### src/hw/rtl/sslms_pkg.sv
// Package: shared widths, register indexes and controller state type for the LMS predictor.
package sslms_pkg;

  localparam int SAMPLE_W = 24;
  localparam int RESID_W  = 32;
  localparam int PRED_W   = 32;
  localparam int WEIGHT_W = 32;
  localparam int TAPCNT_W = 6;
  localparam int SHIFT_W  = 4;
  localparam int CFG_W    = 6;
  localparam int CFG_IDX_W = 1;
  localparam int SIGN_W   = 2;

  // Configuration register indexes
  localparam logic [CFG_IDX_W-1:0] REG_TAP_COUNT    = 1'd0;
  localparam logic [CFG_IDX_W-1:0] REG_SHIFT_AMOUNT = 1'd1;

  localparam logic [TAPCNT_W-1:0] TAP_COUNT_RST    = 6'd32;
  localparam logic [SHIFT_W-1:0]  SHIFT_AMOUNT_RST = 4'd9;

  // Two-bit signed sign codes
  localparam logic [SIGN_W-1:0] SIGN_ZERO = 2'b00;
  localparam logic [SIGN_W-1:0] SIGN_POS  = 2'b01;
  localparam logic [SIGN_W-1:0] SIGN_NEG  = 2'b11;

  typedef logic signed [SAMPLE_W-1:0] sample_t;
  typedef logic signed [RESID_W-1:0]  resid_t;
  typedef logic signed [PRED_W-1:0]   pred_t;

  typedef enum logic [2:0] {
    ST_IDLE = 3'b001,
    ST_RUN  = 3'b010,
    ST_FIN  = 3'b100
  } state_t;

endpackage

### src/hw/rtl/sslms_in_if.sv
// Interface: input channel carrying the current sample and its residual.
interface sslms_in_if;
  logic             valid;
  logic             ready;
  sslms_pkg::sample_t sample;
  sslms_pkg::resid_t  residual;

  modport source (output valid, output sample, output residual, input ready);
  modport sink   (input valid, input sample, input residual, output ready);
endinterface

### src/hw/rtl/sslms_out_if.sv
// Interface: output channel carrying the next-sample prediction.
interface sslms_out_if;
  logic             valid;
  logic             ready;
  sslms_pkg::pred_t prediction;

  modport source (output valid, output prediction, input ready);
  modport sink   (input valid, input prediction, output ready);
endinterface

### src/hw/rtl/sign_sign_lms_predictor.sv
// Sign-sign LMS predictor: history and weight memories with a per-tap update/MAC pipeline.
// Each accepted transaction (sample, residual) updates the used weights by
// sign(residual)*sign(history), pushes the sample into the history (newest at tap 0),
// and returns the next-sample prediction sum((w*h) >>> shift_amount), wrapping at 32 bits.
// With n = min(tap_count, MAX_TAPS) taps in use, a transaction reads its n taps one tap
// per cycle (set by the single read port of the history and weight memories) through
// two pipeline stages; the controller then sees the pipeline empty, enters the finish
// state and returns to idle with the input ready. A new sample is accepted once the
// previous one has finished; a finished prediction waits in the output register while
// the next sample is processed, and the finish cycle stalls while an earlier prediction
// is still waiting. History is a circular buffer; reset marks all entries invalid (read
// as zero), so no clearing pass is needed. Configuration is to be written only while
// idle; the block itself does not enforce this.
module sign_sign_lms_predictor #(
  parameter int MAX_TAPS = 32
) (
  input  logic                                  clk,
  input  logic                                  rst,
  input  logic                                  cfg_we,
  input  logic [sslms_pkg::CFG_IDX_W-1:0]       cfg_index,
  input  logic [sslms_pkg::CFG_W-1:0]           cfg_data,
  sslms_in_if.sink                              samples,
  sslms_out_if.source                           predictions
);

  localparam int AW = (MAX_TAPS > 1) ? $clog2(MAX_TAPS) : 1;
  localparam int CW = $clog2(MAX_TAPS + 1);
  localparam int HW = sslms_pkg::SIGN_W + sslms_pkg::SAMPLE_W;

  // Configuration registers
  logic [sslms_pkg::TAPCNT_W-1:0] tap_count;
  logic [sslms_pkg::SHIFT_W-1:0]  shift_amount;

  always_ff @(posedge clk) begin
    if (rst) begin
      tap_count    <= sslms_pkg::TAP_COUNT_RST;
      shift_amount <= sslms_pkg::SHIFT_AMOUNT_RST;
    end else if (cfg_we) begin
      case (cfg_index)
        sslms_pkg::REG_TAP_COUNT:    tap_count    <= cfg_data[sslms_pkg::TAPCNT_W-1:0];
        sslms_pkg::REG_SHIFT_AMOUNT: shift_amount <= cfg_data[sslms_pkg::SHIFT_W-1:0];
        default: ;
      endcase
    end
  end

  // Taps in use, clamped to the memory depth
  logic [CW-1:0] n_used;
  always_comb begin
    if (32'(tap_count) > 32'(MAX_TAPS)) n_used = CW'(MAX_TAPS);
    else n_used = CW'(tap_count);
  end

  // Memories and their valid bits
  logic [HW-1:0]                      hist_mem [MAX_TAPS];
  logic [sslms_pkg::WEIGHT_W-1:0]     wgt_mem  [MAX_TAPS];
  logic [MAX_TAPS-1:0]                hist_valid;
  logic [MAX_TAPS-1:0]                wgt_valid;

  // Control
  sslms_pkg::state_t  state;
  logic [AW-1:0]      head;
  logic [AW-1:0]      new_head;
  logic [CW-1:0]      iss;
  logic               iss_en;
  logic               out_free;
  logic               in_acc;
  sslms_pkg::sample_t smp_r;
  logic [sslms_pkg::SIGN_W-1:0] rsgn_r;

  // Pipeline
  logic               s1_v;
  logic               s1_first;
  logic [AW-1:0]      s1_idx;
  logic [HW-1:0]      hist_q;
  logic               hv_q;
  logic [sslms_pkg::WEIGHT_W-1:0] wgt_q;
  logic               wv_q;
  sslms_pkg::sample_t prev_smp;
  logic               s2_v;
  logic [31:0]        prod;
  logic [31:0]        acc;

  assign samples.ready = (state == sslms_pkg::ST_IDLE) && !rst;
  assign in_acc        = samples.valid && samples.ready;
  assign iss_en        = (state == sslms_pkg::ST_RUN) && (iss < n_used);
  assign out_free      = !predictions.valid || predictions.ready;
  assign new_head      = (head == '0) ? AW'(MAX_TAPS - 1) : head - AW'(1);

  // Address of old tap iss in the circular history
  logic [AW:0]   hsum;
  logic [AW-1:0] hist_addr;
  logic [AW-1:0] wgt_addr;
  always_comb begin
    hsum = {1'b0, head} + {1'b0, iss[AW-1:0]};
    if (hsum >= (AW+1)'(MAX_TAPS)) hsum = hsum - (AW+1)'(MAX_TAPS);
    hist_addr = hsum[AW-1:0];
    wgt_addr  = iss[AW-1:0];
  end

  // Controller
  always_ff @(posedge clk) begin
    if (rst) begin
      state <= sslms_pkg::ST_IDLE;
      head  <= '0;
      iss   <= '0;
      predictions.valid <= 1'b0;
    end else begin
      // cleared on acceptance unless a new prediction is published in the same cycle
      if (predictions.valid && predictions.ready &&
          !(state == sslms_pkg::ST_FIN && out_free)) predictions.valid <= 1'b0;
      case (state)
        sslms_pkg::ST_IDLE: begin
          if (in_acc) begin
            iss   <= '0;
            state <= sslms_pkg::ST_RUN;
          end
        end
        sslms_pkg::ST_RUN: begin
          if (iss_en) iss <= iss + CW'(1);
          else if (!s1_v && !s2_v) state <= sslms_pkg::ST_FIN;
        end
        sslms_pkg::ST_FIN: begin
          if (out_free) begin
            head              <= new_head;
            predictions.valid <= 1'b1;
            state             <= sslms_pkg::ST_IDLE;
          end
        end
        default: state <= sslms_pkg::ST_IDLE;
      endcase
    end
  end

  // Latched transaction fields and result
  always_ff @(posedge clk) begin
    if (in_acc) begin
      smp_r <= samples.sample;
      if (samples.residual == '0) rsgn_r <= sslms_pkg::SIGN_ZERO;
      else if (samples.residual[sslms_pkg::RESID_W-1]) rsgn_r <= sslms_pkg::SIGN_NEG;
      else rsgn_r <= sslms_pkg::SIGN_POS;
    end
    if (state == sslms_pkg::ST_FIN && out_free) predictions.prediction <= acc;
  end

  // History memory: read one tap per cycle, push the new sample on finish
  always_ff @(posedge clk) begin
    hist_q <= hist_mem[hist_addr];
    if (state == sslms_pkg::ST_FIN && out_free) begin
      if (smp_r == '0) hist_mem[new_head] <= {sslms_pkg::SIGN_ZERO, smp_r};
      else if (smp_r[sslms_pkg::SAMPLE_W-1]) hist_mem[new_head] <= {sslms_pkg::SIGN_NEG, smp_r};
      else hist_mem[new_head] <= {sslms_pkg::SIGN_POS, smp_r};
    end
  end

  // Weight memory: read one tap per cycle, write back the updated weight
  logic [sslms_pkg::WEIGHT_W-1:0] w_new;
  always_ff @(posedge clk) begin
    wgt_q <= wgt_mem[wgt_addr];
    if (s1_v) wgt_mem[s1_idx] <= w_new;
  end

  // Valid bits; an invalid entry reads as zero
  always_ff @(posedge clk) begin
    if (rst) begin
      hist_valid <= '0;
      wgt_valid  <= '0;
      hv_q       <= 1'b0;
      wv_q       <= 1'b0;
    end else begin
      hv_q <= hist_valid[hist_addr];
      wv_q <= wgt_valid[wgt_addr];
      if (state == sslms_pkg::ST_FIN && out_free) hist_valid[new_head] <= 1'b1;
      if (s1_v) wgt_valid[s1_idx] <= 1'b1;
    end
  end

  // Stage 1: weight update and multiply
  logic [sslms_pkg::SIGN_W-1:0] old_sign;
  sslms_pkg::sample_t           old_smp;
  sslms_pkg::sample_t           new_smp;
  logic [sslms_pkg::WEIGHT_W-1:0] w_cur;
  logic [31:0]                  delta;
  always_comb begin
    old_sign = hv_q ? hist_q[HW-1 -: sslms_pkg::SIGN_W] : sslms_pkg::SIGN_ZERO;
    old_smp  = hv_q ? hist_q[sslms_pkg::SAMPLE_W-1:0] : '0;
    w_cur    = wv_q ? wgt_q : '0;
    if (old_sign == sslms_pkg::SIGN_ZERO || rsgn_r == sslms_pkg::SIGN_ZERO) delta = '0;
    else if (old_sign == rsgn_r) delta = 32'd1;
    else delta = '1;
    w_new   = w_cur + delta;
    new_smp = s1_first ? smp_r : prev_smp;
  end

  always_ff @(posedge clk) begin
    if (rst) begin
      s1_v <= 1'b0;
      s2_v <= 1'b0;
    end else begin
      s1_v <= iss_en;
      s2_v <= s1_v;
    end
  end

  always_ff @(posedge clk) begin
    s1_idx   <= wgt_addr;
    s1_first <= (iss == '0);
    if (s1_v) begin
      prev_smp <= old_smp;
      prod     <= w_new * {{(32 - sslms_pkg::SAMPLE_W){new_smp[sslms_pkg::SAMPLE_W-1]}},
                           new_smp};
    end
  end

  // Stage 2: shift and accumulate
  always_ff @(posedge clk) begin
    if (in_acc) acc <= '0;
    else if (s2_v) acc <= acc + 32'($signed(prod) >>> shift_amount);
  end

  // Checks
  a_fin_drained: assert property (@(posedge clk) disable iff (rst)
    (state == sslms_pkg::ST_FIN) |-> (!s1_v && !s2_v))
    else $error("finish reached with taps still in flight");

  a_s2_follows_s1: assert property (@(posedge clk) disable iff (rst)
    s2_v |-> $past(s1_v))
    else $error("accumulate without a preceding multiply");

  a_fin_emits: assert property (@(posedge clk) disable iff (rst)
    (state == sslms_pkg::ST_FIN && out_free) |=>
      (predictions.valid && head == $past(new_head) && state == sslms_pkg::ST_IDLE))
    else $error("finish did not publish a prediction");

  a_accept_starts: assert property (@(posedge clk) disable iff (rst)
    in_acc |=> (state == sslms_pkg::ST_RUN && acc == '0 && iss == '0))
    else $error("accepted transaction did not start a clean run");

endmodule

### src/flat_wrapper.sv
// flat-port wrapper written by rule: the top's interface ports become plain ports
module sign_sign_lms_predictor_flat 
#(
  parameter int MAX_TAPS = 32
)
  (clk, rst, cfg_we, cfg_index, cfg_data, samples_valid, samples_sample, samples_residual, samples_ready, predictions_valid, predictions_prediction, predictions_ready);
  sslms_in_if samples_i ();
  sslms_out_if predictions_i ();
  input  logic clk;
  input  logic rst;
  input  logic cfg_we;
  input  logic [sslms_pkg::CFG_IDX_W-1:0] cfg_index;
  input  logic [sslms_pkg::CFG_W-1:0] cfg_data;
  input wire logic [$bits(samples_i.valid)-1:0] samples_valid;
  input wire logic [$bits(samples_i.sample)-1:0] samples_sample;
  input wire logic [$bits(samples_i.residual)-1:0] samples_residual;
  output wire logic [$bits(samples_i.ready)-1:0] samples_ready;
  output wire logic [$bits(predictions_i.valid)-1:0] predictions_valid;
  output wire logic [$bits(predictions_i.prediction)-1:0] predictions_prediction;
  input wire logic [$bits(predictions_i.ready)-1:0] predictions_ready;
  assign samples_i.valid = samples_valid;
  assign samples_i.sample = samples_sample;
  assign samples_i.residual = samples_residual;
  assign samples_ready = samples_i.ready;
  assign predictions_valid = predictions_i.valid;
  assign predictions_prediction = predictions_i.prediction;
  assign predictions_i.ready = predictions_ready;
  sign_sign_lms_predictor #(.MAX_TAPS(MAX_TAPS)) u_core (.clk(clk), .rst(rst), .cfg_we(cfg_we), .cfg_index(cfg_index), .cfg_data(cfg_data), .samples(samples_i), .predictions(predictions_i));
endmodule
### config.mk
export PLATFORM = sky130hd
export DESIGN_NAME = sign_sign_lms_predictor_flat
export DESIGN_NICKNAME = d
export VERILOG_FILES = /design/src/hw/rtl/sslms_pkg.sv /design/src/hw/rtl/sslms_in_if.sv /design/src/hw/rtl/sslms_out_if.sv /design/src/hw/rtl/sign_sign_lms_predictor.sv /design/src/flat_wrapper.sv
export SDC_FILE = /design/constraint.sdc
export NUM_CORES = 2
export LEC_CHECK = 0
export ABC_AREA = 1
export BUFFER_PORTS_ARGS = -buffer_cell sky130_fd_sc_hd__clkbuf_2
export CELL_PAD_IN_SITES_DETAIL_PLACEMENT = 0
export CELL_PAD_IN_SITES_GLOBAL_PLACEMENT = 1
export CORE_MARGIN = 2
export CORE_UTILIZATION = 56
export CTS_CLUSTER_SIZE = 24
export DETAILED_ROUTE_END_ITERATION = 8
export GPL_ROUTABILITY_DRIVEN = 0
export GPL_TIMING_DRIVEN = 0
export PLACE_DENSITY = 0.95
export RECOVER_POWER = 25
export SLEW_MARGIN = 20
export SYNTH_ARGS = -nofsm -noshare
export SYNTH_HDL_FRONTEND = slang
export SYNTH_SLANG_ARGS = --single-unit
### constraint.sdc
create_clock -name clk -period 25.8 [get_ports clk]
set_clock_uncertainty 0.1 [all_clocks]
set_input_delay 5.16 -clock clk [delete_from_list [all_inputs] [get_ports clk]]
set_output_delay 5.16 -clock clk [all_outputs]
set_load 0.01 [all_outputs]
Word level (Yosys, flattened, before mapping)
Memories as Yosys holds them, arrays and structs flattened. A register that Yosys moved wholly into a read port is not among the register bits. Cells that the tools add are included.

Bits in latches: 0. Word-level logic and storage cells: 124. Memory bits (read-only): 0. Output and inout port bits: 34. Register bits after elaboration: 245. RAM bits: 1856. Input bits: 68. Memories kept: 2.

Memory list: u_core.wgt_mem (depth 32, bits a word 32, read ports 1, clocked after memory_dff 1, wr ports 1, line sign_sign_lms_predictor.sv:56) `logic [sslms_pkg::WEIGHT_W-1:0] wgt_mem [MAX_TAPS];`; u_core.hist_mem (depth 32, bits a word 26, read ports 1, clocked after memory_dff 1, wr ports 1, line sign_sign_lms_predictor.sv:55) `logic [HW-1:0] hist_mem [MAX_TAPS];`.

Add/sub/neg operators: 6. Shift-type cells: 1. Multiplexer cells: 43. Eq/ne operators: 9. Bitwise gates (word level): 5. $mul: 1. Divide/modulo/power cells: 0. Reductions and logical operators: 28. Order comparisons: 9.

Operators by type and width (number): 32-bit two-way mux (3); 32-bit adder (2); 32-bit OR (2); 26-bit two-way mux (2); 32-bit logical NOT (1); 32-bit by 24-bit multiplier with 32-bit output (1); 32-bit by 4-bit >>> shifter with 32-bit output (1); 24-bit logical NOT (1); 5-bit by 6-bit less-than comparator with 1-bit output (second input constant) (4); 24-bit two-way mux (1); 1-bit two-way mux (20); 6-bit two-way mux (3); 3-bit two-way mux (4); 6-bit case mux with 2 select lines (1); 1-bit binary-select mux with 5-bit select (2); 1-bit demux with 5-bit select (2); 5-bit by 1-bit >= comparator with 1-bit output (second input constant) (2); 5-bit two-way mux (2); 5-bit by 1-bit subtractor with 5-bit output (second input constant) (2); 1-bit logical AND (9); 3-bit case mux with 3 select lines (1); 5-bit by 5-bit adder with 6-bit output (1); 6-bit by 1-bit adder with 6-bit output (second input constant) (1); 6-bit >= comparator (second input constant) (1); 20 further kinds (33).

Depth between registers and ports, before layout
Depth after elaboration: 8. Gate-level depth with buffers: 48. Depth with buffers taken out: 47.

Worst setup path before layout
OpenSTA, ideal clock, no wires.

Kind: input to output. From: input rst. To: output samples_ready. Required time: 20540 ps. Path buffers: 0. Setup slack: 15181 ps. Data arrival time: 5359 ps. Stages on the path: 1. Cell sequence: nor2_1.

Longest elaborated chain between the ends: 2.

Ends and longest elaborated chain: start: declaration (line flat_wrapper.sv:10) `input logic rst;`; 1-bit logical NOT (line sign_sign_lms_predictor.sv:84) `assign samples.ready = (state == sslms_pkg::ST_IDLE) && !rst;`; 1-bit logical AND (line sign_sign_lms_predictor.sv:84); end: declaration (line flat_wrapper.sv:17) `output wire logic [$bits(samples_i.ready)-1:0] samples_ready;`.

No other way between the ends.

Worst setup path in the final report
From: register u_core.hv_q. To: register u_core.prod[29], data pin.

Longest elaborated chain between the ends: 6. Elaborated cells between the ends (all ways): 8. Those cells by class: add/sub (1); mul (1); eq/ne (1); mux (3); reduce/logical (2).

Ends and longest elaborated chain: start: declaration (line sign_sign_lms_predictor.sv:76) `logic hv_q;`; start signal: assignment (line sign_sign_lms_predictor.sv:171) `hv_q <= hist_valid[hist_addr];`; 2-bit two-way mux (*) (line sign_sign_lms_predictor.sv:185) `old_sign = hv_q ? hist_q[HW-1 -: sslms_pkg::SIGN_W] : sslms_pkg::SIGN_ZERO;`; 2-bit == test or 2-bit logical NOT (tied branches) (line sign_sign_lms_predictor.sv:189, sign_sign_lms_predictor.sv:188); 32-bit two-way mux or 1-bit logical OR (tied branches) (line sign_sign_lms_predictor.sv:189, sign_sign_lms_predictor.sv:188); 32-bit two-way mux (*) (line sign_sign_lms_predictor.sv:188) `if (old_sign == sslms_pkg::SIGN_ZERO || rsgn_r == sslms_pkg::SIGN_ZERO) delta = '0;`; 32-bit adder (*) (line sign_sign_lms_predictor.sv:191) `w_new = w_cur + delta;`; named net u_core.w_new, one bit (line sign_sign_lms_predictor.sv:157) `logic [sslms_pkg::WEIGHT_W-1:0] w_new;`; 32-bit by 24-bit multiplier with 32-bit output (*) (line sign_sign_lms_predictor.sv:210) `prod <= w_new * {{(32 - sslms_pkg::SAMPLE_W){new_smp[sslms_pkg::SAMPLE_W-1]}},`; end signal: assignment (line sign_sign_lms_predictor.sv:210); end: declaration (line sign_sign_lms_predictor.sv:81) `logic [31:0] prod;`.

The timed path passes the listed nets; every way through them passes the cells marked *. A chain may end at the register's enable or synchronous reset.

==> out/qor.tcl <==
set qor(run_status) {finished with violations}
set qor(failed_checks) {DRC, capacitance limit, slew limit}
set qor(core_area_um2) 182700
set qor(overflow) 0
set qor(yosys_most_used_dff) {sky130_fd_sc_hd__edfxtp_1}
set qor(synth-compound-area-share_pct) 9.914
set qor(post_cts_resize_count) 0
set qor(mean_cell_area_of_the_mapped_netlist_um2) 11.55
set qor(finalSetupViolations) 0
set qor(die_height_um) 432.2
set qor(ctsHtreeMaxLevel) 4
set qor(setup.worst_path.class) {reg -> reg}
set qor(grt_max_degree) 58
set qor(cts_tree) {built}
set qor(vias) 76940
set qor(timing.final.hold_violations) 0
set qor(slew-limit-headroom_pct) -78.25
set qor(holdCritPathClass) {reg -> reg}
set qor(area_growth_pct) 12.66
set qor(detail_route.drc_violations) 4
set qor(worst_path_most_repeated_cell) {sky130_fd_sc_hd__nand2_1}
set qor(fp.dieArea_um2) 186800
set qor(synth_simple_gate_area_share_pct) 11.43
set qor(timing_worst_slew_pin_value_ps) 2670
set qor(grt_antenna_before_repair) 17
set qor(placedInstanceArea_um2) 109300
set qor(yosys_warnings) 0
set qor(power.ir.vdd_worst_mv) 0.1102
set qor(static_leakage_nw) 42.24
set qor(end_kind) {flop}
set qor(max-cap-violations) 11
set qor(path_clk_slew_ps) 70
set qor(critPathTopFamily) {adder cells}
set qor(chipWidth_um) 432.2
set qor(ys_seq_elements) 2159
set qor(post_synth_fa_ha_maj_area_fraction_pct) 9.609
set qor(synth_sequential_area_ratio_pct) 61.29
set qor(power.density_nw_per_um2) 75.67
set qor(syn_inst) 8889
set qor(cts_root_buffer) {sky130_fd_sc_hd__clkbuf_16}
set qor(finalWorstPathRequiredPeriod_ps) 11480
set qor(max_clock_freq_mhz) 87.12
set qor(crit_path_start_kind) {flop}
set qor(worst_hold_path_cell_count) 0
set qor(power.switching_mw) 2.573
set qor(postCtsHoldBufs) 0
set qor(crit_path_max_incr_delay_ps) 780
set qor(seqCellArea_um2) 62940
set qor(most_frequent_standard_cell_in_the_layout_excluding_fill_and_tap_cells) {sky130_fd_sc_hd__edfxtp_1}
set qor(number_of_global_route_vias_before_repair) 75470
set qor(power.sequential.fraction_pct) 45.4
set qor(layout-drive-gt1-share_pct) 7.252
set qor(critPathSlowestCell) {sky130_fd_sc_hd__a21boi_0}
set qor(postCtsSetupBuffers) 0
set qor(slew_violations) 190
set qor(p_clk_share_pct) 35.8
set qor(vias_per_cell) 6.468
set qor(number_of_cells_on_the_worst_reg_to_reg_path) 38
set qor(finish.instance_area_um2) 115700
set qor(grt_pass1_wl_um) 481400
set qor(finalNetCount) 9946
set qor(worst-path-buf-inv) 8
set qor(clk-insertion-delay-late_ps) 910
set qor(tritoncts.num_buffers) 205
set qor(postSynthNetCount) 9511
set qor(floorplan.initialDensity_pct) 56.21
set qor(gr-usage-all-layers_pct) 35.22
set qor(synth-async-reset-ratio_pct) 0
set qor(grt_setup_unrepaired) {no}
set qor(wl_per_cell_um) 28.01
set qor(cts.sinks) 2159
set qor(wl_um) 333200
set qor(total_number_of_placement_rows) 157
set qor(hpwl_um) 233000
set qor(post_synth_mux_area_share_pct) 2.115
set qor(mostFrequentLayoutCells) {1,970 x sky130_fd_sc_hd__edfxtp_1, 1,227 x sky130_fd_sc_hd__nor2_1, 1,011 x sky130_fd_sc_hd__nand2_1, 904 x sky130_fd_sc_hd__o21ai_0, 821 x sky130_fd_sc_hd__inv_1}
set qor(worst_ep_required_time_ps) 26300
set qor(path_depth) 38
set qor(final_min_period_over_clock_period_pct) 44.49
set qor(drtPass1Iterations) 9
set qor(p_int_mw) 6.181
set qor(largest_family_of_logic_cells_by_synthesized_area) {simple AND/OR/NAND/NOR gates}
set qor(ant_nets) 0
set qor(number_of_enable_flip_flop_cells_after_synthesis) 1970
set qor(post_synth_xor_area_fraction_pct) 0.5800
set qor(placement.io_buffers) 101
set qor(comb_power_share_pct) 18.8
set qor(setup-tns-final_ps) 0
set qor(multi_input_comb_area_um2) 34970
set qor(synth.distinct_cells) 54
set qor(power.share.switching_pct) 29.39
set qor(path_max_fanout) 41
set qor(detailedRoute.firstIterationViolations) 12520
set qor(mappedNetlistArea_um2) 102700
set qor(io-pin-count) 102
set qor(num-fill-cells) 13090
set qor(clock_path_buffers) 3
set qor(cp.arrival_ps) 11980
## power groups by stage
| stage | Clock (mW) | Sequential (mW) | Combinational, mW |
|---|---|---|---|
| final | 3.13 | 3.98 | 1.65 |
| after global routing | 3.25 | 3.98 | 1.77 |
| after CTS | 3.11 | 3.97 | 1.61 |
| after detailed placement | 0 | 4.05 | 1.59 |
| after global placement | 0 | 4.11 | 1.46 |
| after floorplan | 0 | 4.05 | 0.967 |
## routing by layer
layer  track usage (%)  routed length (µm)
met1             43.73              111000
met2             53.55              147500
met3             11.77               49700
met4             21.51               24930
met5                 0                 103
## cell usage after synthesis (163+ instances only)
cell / count / share of area (%)
sky130_fd_sc_hd__edfxtp_1: 1970 / 58
sky130_fd_sc_hd__nor2_1: 1277 / 4.7
sky130_fd_sc_hd__nand2_1: 1011 / 3.7
sky130_fd_sc_hd__o21ai_0: 914 / 4.5
sky130_fd_sc_hd__inv_1: 829 / 3.0
sky130_fd_sc_hd__clkbuf_1: 429 / 1.6
sky130_fd_sc_hd__fa_1: 391 / 7.6
sky130_fd_sc_hd__nand3_1: 366 / 1.8
sky130_fd_sc_hd__o221ai_1: 266 / 2.3
sky130_fd_sc_hd__mux2i_1: 217 / 2.1
sky130_fd_sc_hd__o22ai_1: 208 / 1.3
sky130_fd_sc_hd__dfxtp_1: 189 / 3.7
sky130_fd_sc_hd__ha_1: 163 / 2.0
## worst register-to-register path: cells and delay by family (launching register included)
family | cells | cell delay (ps)
adders and majority gates | 9 | 3630
AOI/OAI and AO/OA | 9 | 2940
and+or+nand+nor | 11 | 2220
buffers and inverters | 8 | 1880
DFF | 1 | 320
xor gates and xnor gates | 1 | 90
## layout make-up
type / count / area share (%)
Clock buffer: 277 / 4.948
Timing Repair Buffer: 228 / 2.142
Sequential cell: 2159 / 54.40
Buffer: 497 / 1.716
Tap cell: 2385 / 2.579
Multi-Input combinational cell: 5372 / 30.22
Inverter: 861 / 2.803
Clock inverter: 107 / 1.163
Antenna cell: 9 / 0.01947
## registers in the layout, summed over array words and instances, names as in the netlist, 2 cells and up
register                       count
u_core.acc                        32
u_core.head                        5
u_core.hist_mem                  832
u_core.hist_q                     26
u_core.hist_valid                 32
u_core.iss                         6
u_core.predictions.prediction     32
u_core.prev_smp                   24
u_core.prod                       32
u_core.rsgn_r                      2
u_core.s1_idx                      5
u_core.shift_amount                4
u_core.smp_r                      24
u_core.state                       3
u_core.tap_count                   6
u_core.wgt_mem                  1024
u_core.wgt_q                      32
u_core.wgt_valid                  32
## worst paths after layout
| check | startpoint | end | slack [ps] |
|---|---|---|---|
| setup / recovery | u_core.hv_q | u_core.prod[29] | 14320 |
| hold / removal | u_core.acc[31] | u_core.predictions.prediction[31] | 340 |
| setup reg to reg | u_core.hv_q | u_core.prod[29] | 14320 |
| hold reg to reg | u_core.acc[31] | u_core.predictions.prediction[31] | 340 |
## per-stage QoR
stage                     instances  power (mW)  hold slack [ps]  setup WS (ps)  utilization, %
after floorplan                8889       5.013            254.0          15180               -
after global placement        11380       5.565            315.9          13890           58.12
after detailed placement      11500       5.638            328.4          14890           59.81
after CTS                     11890       8.702            335.4          14870           63.68
after global routing          11890       8.996            359.5          13800           63.32
final                         11900       8.754            343.4          14320           63.33
## cells by family (layout without fill, tap and decap cells)
kind of cell	Yosys count	count (layout)
and+or+nand+nor	2851	2851
DFF	2159	2159
AOI/OAI and AO/OA	1685	1685
buffers and inverters	1358	1970
adders and majority gates	554	554
muxes	217	217
xor gates and xnor gates	65	65
other	0	9
(Power assumes the default switching activity.)
